$ cat config.mk
export PLATFORM = sky130hd
export DESIGN_NAME = spotlight_luminance_falloff_unit
export DESIGN_NICKNAME = d
export VERILOG_FILES = /design/src/rtl/spf_pkg.sv /design/src/rtl/spotlight_luminance_falloff_unit.sv /design/src/rtl/spf_dist_sq.sv /design/src/rtl/spf_isqrt.sv /design/src/rtl/spf_gain.sv
export SDC_FILE = /design/constraint.sdc
export NUM_CORES = 2
export LEC_CHECK = 0
export BUFFER_PORTS_ARGS = -buffer_cell sky130_fd_sc_hd__clkbuf_2
export CORE_MARGIN = 8
export CORE_UTILIZATION = 66
export DETAILED_ROUTE_END_ITERATION = 12
export PLACE_DENSITY = 0.83
export SLEW_MARGIN = 20
export SYNTH_ARGS = -nofsm -noshare
export SYNTH_HDL_FRONTEND = slang
export SYNTH_HIERARCHICAL = 1
export SYNTH_SLANG_ARGS = --single-unit
$ cat constraint.sdc
create_clock -name clk -period 9.3 [get_ports clk]
set_clock_uncertainty 0.15 [all_clocks]
set_input_delay 0.93 -clock clk [delete_from_list [all_inputs] [get_ports clk]]
set_output_delay 0.93 -clock clk [all_outputs]
set_load 0.02 [all_outputs]
$ cat src/rtl/spf_pkg.sv
package spf_pkg;

  localparam int CX_W       = 14;   // center register width, signed
  localparam int PIX_W      = 12;   // pixel coordinate width, unsigned
  localparam int LUM_W      = 17;   // luminance width, unsigned Q16
  localparam int DX_W       = 15;   // center minus pixel, signed
  localparam int SQ_W       = 28;   // one square, max 12287^2
  localparam int S_W        = 29;   // sum of two squares
  localparam int SS_W       = 15;   // squared distance inside the radius
  localparam int RAD_W      = 32;   // sqrt radicand: s << 16
  localparam int ROOT_W     = 16;   // distance, 8 fraction bits
  localparam int REM_W      = 20;   // sqrt partial remainder
  localparam int SQRT_STAGES     = 8;
  localparam int STEPS_PER_STAGE = ROOT_W / SQRT_STAGES;
  localparam int DIST_FRAC_BITS  = 8;
  localparam int RATE_W     = 17;
  localparam int DPROD_W    = ROOT_W + RATE_W;
  localparam int DIM_SHIFT  = 24 - DIST_FRAC_BITS;
  localparam int LPROD_W    = 2 * LUM_W;

  localparam logic [S_W-1:0]    RADIUS_SQ = S_W'(25600);
  localparam logic [RATE_W-1:0] RATE_Q24  = RATE_W'(83886);
  localparam logic [LUM_W-1:0]  FAR_GAIN  = LUM_W'(13107);
  localparam logic [LUM_W-1:0]  ONE_Q16   = LUM_W'(65536);

  localparam int CFG_ADDR_W = 1;
  localparam logic [CFG_ADDR_W-1:0] REG_CENTER_X = 1'b0;
  localparam logic [CFG_ADDR_W-1:0] REG_CENTER_Y = 1'b1;

  localparam int IN_DATA_W  = 48;
  localparam int OUT_DATA_W = 24;

  typedef struct packed {
    logic [RAD_W-1:0]  rad;
    logic [REM_W-1:0]  rem;
    logic [ROOT_W-1:0] root;
    logic              in_radius;
    logic [LUM_W-1:0]  lum;
  } sqrt_ctx_t;

endpackage

$ cat src/rtl/spotlight_luminance_falloff_unit.sv
// Radial spotlight falloff: each input word carries a pixel's column, row and Q16
// luminance; the output word is that luminance dimmed by 0.5% per pixel of distance
// from the configured center, or scaled by 0.2 at a distance of 160 pixels and beyond.
// The unit takes one word per clock while the output side does not stall and
// returns results in input order, through 3 stages for the squared distance,
// 8 stages of the square root (two root bits per stage) and 3 stages for the
// gain and the final multiply. Each stage holds its word on a stall and empty
// stages keep accepting. The center registers are written through the cfg port
// and should only change while no word is in flight.
module spotlight_luminance_falloff_unit import spf_pkg::*; (
  input  logic                  clk,
  input  logic                  rst_n,
  input  logic                  cfg_we,
  input  logic [CFG_ADDR_W-1:0] cfg_addr,
  input  logic [CX_W-1:0]       cfg_wdata,
  input  logic                  in_tvalid,
  output logic                  in_tready,
  input  logic [IN_DATA_W-1:0]  in_tdata,   // pixel_x[11:0], pixel_y[23:12], lum_in[40:24]
  output logic                  out_tvalid,
  input  logic                  out_tready,
  output logic [OUT_DATA_W-1:0] out_tdata   // lum_out[16:0]
);

  logic signed [CX_W-1:0] center_x_r, center_y_r;

  always_ff @(posedge clk) begin
    if (!rst_n) begin
      center_x_r <= '0;
      center_y_r <= '0;
    end else if (cfg_we) begin
      unique case (cfg_addr)
        REG_CENTER_X: center_x_r <= cfg_wdata;
        REG_CENTER_Y: center_y_r <= cfg_wdata;
        default: ;
      endcase
    end
  end

  logic       d_valid, d_ready;
  sqrt_ctx_t  d_ctx;
  logic       q_valid, q_ready;
  sqrt_ctx_t  q_ctx;
  logic [LUM_W-1:0] lum_out;

  spf_dist_sq u_dist (
    .clk       (clk),
    .rst_n     (rst_n),
    .center_x  (center_x_r),
    .center_y  (center_y_r),
    .in_valid  (in_tvalid),
    .in_ready  (in_tready),
    .pixel_x   (in_tdata[0 +: PIX_W]),
    .pixel_y   (in_tdata[PIX_W +: PIX_W]),
    .lum_in    (in_tdata[2*PIX_W +: LUM_W]),
    .out_valid (d_valid),
    .out_ready (d_ready),
    .out_ctx   (d_ctx)
  );

  spf_isqrt u_isqrt (
    .clk       (clk),
    .rst_n     (rst_n),
    .in_valid  (d_valid),
    .in_ready  (d_ready),
    .in_ctx    (d_ctx),
    .out_valid (q_valid),
    .out_ready (q_ready),
    .out_ctx   (q_ctx)
  );

  spf_gain u_gain (
    .clk       (clk),
    .rst_n     (rst_n),
    .in_valid  (q_valid),
    .in_ready  (q_ready),
    .in_ctx    (q_ctx),
    .out_valid (out_tvalid),
    .out_ready (out_tready),
    .lum_out   (lum_out)
  );

  assign out_tdata = {{(OUT_DATA_W-LUM_W){1'b0}}, lum_out};

endmodule

$ cat src/rtl/spf_dist_sq.sv
module spf_dist_sq import spf_pkg::*; (
  input  logic                    clk,
  input  logic                    rst_n,
  input  logic signed [CX_W-1:0]  center_x,
  input  logic signed [CX_W-1:0]  center_y,
  input  logic                    in_valid,
  output logic                    in_ready,
  input  logic [PIX_W-1:0]        pixel_x,
  input  logic [PIX_W-1:0]        pixel_y,
  input  logic [LUM_W-1:0]        lum_in,
  output logic                    out_valid,
  input  logic                    out_ready,
  output sqrt_ctx_t               out_ctx
);

  // stage 1: differences
  logic                   v1_r;
  logic signed [DX_W-1:0] dx_r, dy_r;
  logic [LUM_W-1:0]       lum1_r;
  // stage 2: squares
  logic                   v2_r;
  logic [SQ_W-1:0]        sqx_r, sqy_r;
  logic [LUM_W-1:0]       lum2_r;
  // stage 3: sum and radius test
  logic                   v3_r;
  sqrt_ctx_t              ctx_r;

  logic rdy1, rdy2, rdy3;
  logic signed [DX_W-1:0]   dx_nxt, dy_nxt;
  logic signed [2*DX_W-1:0] sqx_full, sqy_full;
  logic [S_W-1:0]           s_sum;

  assign rdy3     = !v3_r || out_ready;
  assign rdy2     = !v2_r || rdy3;
  assign rdy1     = !v1_r || rdy2;
  assign in_ready = rdy1;

  assign dx_nxt = DX_W'(center_x) - $signed({{(DX_W-PIX_W){1'b0}}, pixel_x});
  assign dy_nxt = DX_W'(center_y) - $signed({{(DX_W-PIX_W){1'b0}}, pixel_y});

  assign sqx_full = dx_r * dx_r;
  assign sqy_full = dy_r * dy_r;

  assign s_sum = {1'b0, sqx_r} + {1'b0, sqy_r};

  always_ff @(posedge clk) begin
    if (!rst_n) begin
      v1_r <= 1'b0;
      v2_r <= 1'b0;
      v3_r <= 1'b0;
    end else begin
      if (rdy1) v1_r <= in_valid;
      if (rdy2) v2_r <= v1_r;
      if (rdy3) v3_r <= v2_r;
    end
  end

  always_ff @(posedge clk) begin
    if (rdy1 && in_valid) begin
      dx_r   <= dx_nxt;
      dy_r   <= dy_nxt;
      lum1_r <= lum_in;
    end
    if (rdy2 && v1_r) begin
      sqx_r  <= sqx_full[SQ_W-1:0];
      sqy_r  <= sqy_full[SQ_W-1:0];
      lum2_r <= lum1_r;
    end
    if (rdy3 && v2_r) begin
      ctx_r.in_radius <= (s_sum < RADIUS_SQ);
      // radicand is s with 16 fraction bits; only meaningful inside the radius
      ctx_r.rad    <= {1'b0, s_sum[SS_W-1:0], {(RAD_W-SS_W-1){1'b0}}};
      ctx_r.rem    <= '0;
      ctx_r.root   <= '0;
      ctx_r.lum    <= lum2_r;
    end
  end

  assign out_valid = v3_r;
  assign out_ctx   = ctx_r;

endmodule

$ cat src/rtl/spf_isqrt.sv
module spf_isqrt import spf_pkg::*; (
  input  logic      clk,
  input  logic      rst_n,
  input  logic      in_valid,
  output logic      in_ready,
  input  sqrt_ctx_t in_ctx,
  output logic      out_valid,
  input  logic      out_ready,
  output sqrt_ctx_t out_ctx
);

  // one digit-by-digit step: bring down two radicand bits, try root*4+1
  function automatic sqrt_ctx_t sqrt_step(input sqrt_ctx_t c);
    sqrt_ctx_t        n;
    logic [REM_W-1:0] r2;
    logic [REM_W-1:0] t;
    n  = c;
    r2 = {c.rem[REM_W-3:0], c.rad[RAD_W-1 -: 2]};
    t  = {{(REM_W-ROOT_W-2){1'b0}}, c.root, 2'b01};
    if (r2 >= t) begin
      n.rem  = r2 - t;
      n.root = {c.root[ROOT_W-2:0], 1'b1};
    end else begin
      n.rem  = r2;
      n.root = {c.root[ROOT_W-2:0], 1'b0};
    end
    n.rad = {c.rad[RAD_W-3:0], 2'b00};
    return n;
  endfunction

  logic      v_r   [SQRT_STAGES];
  sqrt_ctx_t ctx_r [SQRT_STAGES];
  logic      rdy   [SQRT_STAGES+1];

  assign rdy[SQRT_STAGES] = out_ready;
  assign in_ready         = rdy[0];

  for (genvar i = 0; i < SQRT_STAGES; i++) begin : g_stage
    logic      v_prev;
    sqrt_ctx_t c_prev;
    sqrt_ctx_t c_step [STEPS_PER_STAGE+1];

    if (i == 0) begin : g_first
      assign v_prev = in_valid;
      assign c_prev = in_ctx;
    end else begin : g_next
      assign v_prev = v_r[i-1];
      assign c_prev = ctx_r[i-1];
    end

    assign c_step[0] = c_prev;
    for (genvar k = 0; k < STEPS_PER_STAGE; k++) begin : g_step
      assign c_step[k+1] = sqrt_step(c_step[k]);
    end

    assign rdy[i] = !v_r[i] || rdy[i+1];

    always_ff @(posedge clk) begin
      if (!rst_n) begin
        v_r[i] <= 1'b0;
      end else if (rdy[i]) begin
        v_r[i] <= v_prev;
      end
    end

    always_ff @(posedge clk) begin
      if (rdy[i] && v_prev) begin
        ctx_r[i] <= c_step[STEPS_PER_STAGE];
      end
    end
  end

  assign out_valid = v_r[SQRT_STAGES-1];
  assign out_ctx   = ctx_r[SQRT_STAGES-1];

endmodule

$ cat src/rtl/spf_gain.sv
module spf_gain import spf_pkg::*; (
  input  logic             clk,
  input  logic             rst_n,
  input  logic             in_valid,
  output logic             in_ready,
  input  sqrt_ctx_t        in_ctx,
  output logic             out_valid,
  input  logic             out_ready,
  output logic [LUM_W-1:0] lum_out
);

  logic               v1_r, v2_r, v3_r;
  logic [DPROD_W-1:0] dprod_r;
  logic               inside1_r;
  logic [LUM_W-1:0]   lum1_r, lum2_r;
  logic [LUM_W-1:0]   gain_r;
  logic [LUM_W-1:0]   lum_out_r;

  logic rdy1, rdy2, rdy3;
  logic [DPROD_W-1:0] dprod_nxt;
  logic [LUM_W-1:0]   dim;
  logic [LUM_W-1:0]   gain_nxt;
  logic [LPROD_W-1:0] lprod;

  assign rdy3     = !v3_r || out_ready;
  assign rdy2     = !v2_r || rdy3;
  assign rdy1     = !v1_r || rdy2;
  assign in_ready = rdy1;

  assign dprod_nxt = {{RATE_W{1'b0}}, in_ctx.root} * {{ROOT_W{1'b0}}, RATE_Q24};

  // dim stays below 1.0 for any distance inside the radius
  assign dim      = dprod_r[DIM_SHIFT +: LUM_W];
  assign gain_nxt = inside1_r ? (ONE_Q16 - dim) : FAR_GAIN;

  assign lprod = {{LUM_W{1'b0}}, lum2_r} * {{LUM_W{1'b0}}, gain_r};

  always_ff @(posedge clk) begin
    if (!rst_n) begin
      v1_r <= 1'b0;
      v2_r <= 1'b0;
      v3_r <= 1'b0;
    end else begin
      if (rdy1) v1_r <= in_valid;
      if (rdy2) v2_r <= v1_r;
      if (rdy3) v3_r <= v2_r;
    end
  end

  always_ff @(posedge clk) begin
    if (rdy1 && in_valid) begin
      dprod_r   <= dprod_nxt;
      inside1_r <= in_ctx.in_radius;
      lum1_r    <= in_ctx.lum;
    end
    if (rdy2 && v1_r) begin
      gain_r <= gain_nxt;
      lum2_r <= lum1_r;
    end
    if (rdy3 && v2_r) begin
      // gain never exceeds 1.0, so the result fits the input width
      lum_out_r <= lprod[16 +: LUM_W];
    end
  end

  assign out_valid = v3_r;
  assign lum_out   = lum_out_r;

endmodule

==> flow_summary.yaml <==
floorplanning:
  rows: 122
  die_y_um: 348.2
  pin_count: 94
  core_area_sq_um: 110100
  start_util: 0.6617
  die_w_um: 348.2
  dieArea_sq_um: 121200
worst_setup_path:
  path_class: "reg -> reg"
  critPathMaxFanout: 17
  worstPathArrival_ps: 7690
  startpoint_type: "flip-flop"
  endpoint_kind: "flip-flop"
  required_ps: 9520
  reg2reg_depth: 20
finish:
  final_common_cell: "inv_1"
  area.growth.synth_to_final_pct: 6.092
  fin_nets: 8498
  n_antenna_cell: 0
  mostFrequentLayoutCells: "1223 x inv_1, 754 x edfxtp_1, 748 x ha_1"
  nFillCells: 7712
  drive_above_1_share: 0.06139
placement:
  place.gp.congestion: 0.9308
  dpl.hpwl_um: 121700
  portBuffers: 79
  dp_slack_ps: 2141
clock_network:
  cts-root-buf: "clkbuf_16"
  cts_tree: "yes"
  cts.clk_slew.worst_paths_ps: 60
  post-cts-setup-buffers: 0
  h-tree-depth: 3
  cts_buffers: 86
  clock_sinks: 789
  cts_resized: 0
  clk_path_buf_depth: 3
  clock_latency_ps: 670
  ctsHoldBuffers: 0
timing:
  drv_slew: 0
  finalSetupTns_ps: 0
  rsz0062_at_grt: "false"
  slew_headroom: 0.2463
  max_freq_mhz: 134.0
  hold_viol: 0
  tightest_slew_ps: 1116
  holdWs_ps: 260.3
  fin_crit_sh: 0.8025
  min_period_ps: 7463
  setup_viol: 0
  worst_slack_ps: 1837
synthesis:
  syn_inst: 6966
  syn_avg_cell_area_sq_um: 10.46
  synth_warnings: 6
  syn_area_sq_um: 72830
global_routing:
  antenna_found_initial: 4
  grt_pass1_wl_um: 257100
  grt_pass1_vias: 51953
  grt_max_degree: 65
  grt_usage: 0.2580
  grt-ovfl-total: 0
drt:
  postRouteAntennaNets: 0
  routed_wl_um: 156000
  wl_per_cell_um: 18.26
  via_count: 49722
  viasPerCell: 5.822
  drt_iter0_drc: 3820
  firstDrtPassIters: 8
  drc: 0
worst_hold_path:
  min_path_type: "reg -> reg"
  min_path_cells: 0
run_status:
  status: "finished, final reports clean"
job:
  max_cap_viol_count: 0
final timing paths:
check	from	to	slack (ps)
max	u_dist/dy_r[3]	u_dist/sqy_r[27]	1840
min	u_isqrt/ctx_r[1][170]	u_isqrt/ctx_r[1][248]	260
max reg2reg	u_dist/dy_r[3]	u_dist/sqy_r[27]	1840
min reg2reg	u_isqrt/ctx_r[1][170]	u_isqrt/ctx_r[1][248]	260
metrics by stage:
step                      utilization  cell area, sq um  std cells
final                          0.7021             77270       8541
after global routing           0.7021             77270       8541
after CTS                      0.7017             77230       8539
after detailed placement       0.6751             74300       8381
after global placement         0.6750             74290       8380
after floorplan                     -             73040       7022
state kept, by name, summed over array words and instances (netlist names), 8 cells and up:
name            flops
u_isqrt/ctx_r     510
u_dist/out_ctx     33
u_dist/sqx_r       27
u_dist/sqy_r       27
u_dist/lum1_r      17
u_dist/lum2_r      17
u_gain/dprod_r     17
u_gain/gain_r      17
u_gain/lum1_r      17
u_gain/lum2_r      17
u_gain/lum_out     17
u_dist/dx_r        15
u_dist/dy_r        15
center_x_r         14
center_y_r         14
u_isqrt/v_r         8
layout make-up:
type,count,area [sq um],share of cell area
well taps,1488,1862,0.02410
inverters,1226,4602,0.05956
clock inverters,61,695.7,0.009003
repair buffers,107,625.6,0.008097
flip-flops and latches,789,23340,0.3021
clock buffers,97,2235,0.02892
multi-input cells,4773,43900,0.5682
worst max-delay path: stages (launching register included):
cell and delay, ps:
edfxtp_1 850, and2_1 340, fa_1 520, fa_1 810, inv_1 260, fa_1 580, inv_1 50, fa_1 480
fa_1 550, inv_1 50, fa_1 540, inv_1 50, ha_1 380, a21o_1 190, a21oi_1 170, o21ai_0 110
a32o_1 240, nor4_1 350, o31ai_1 170, a21oi_1 220, xnor2_1 130
metal layers:
metal	share of wire	global-route usage	up-vias
li1	-	-	23216
met1	0.40	0.3212	24355
met2	0.50	0.4583	1744
met3	0.060	0.03846	407
met4	0.037	0.09135	0
met5	0	0	-
Power is left out: the tool's default activity adds up to more than one toggle a clock period on the data nets, which glitch-free logic cannot reach.
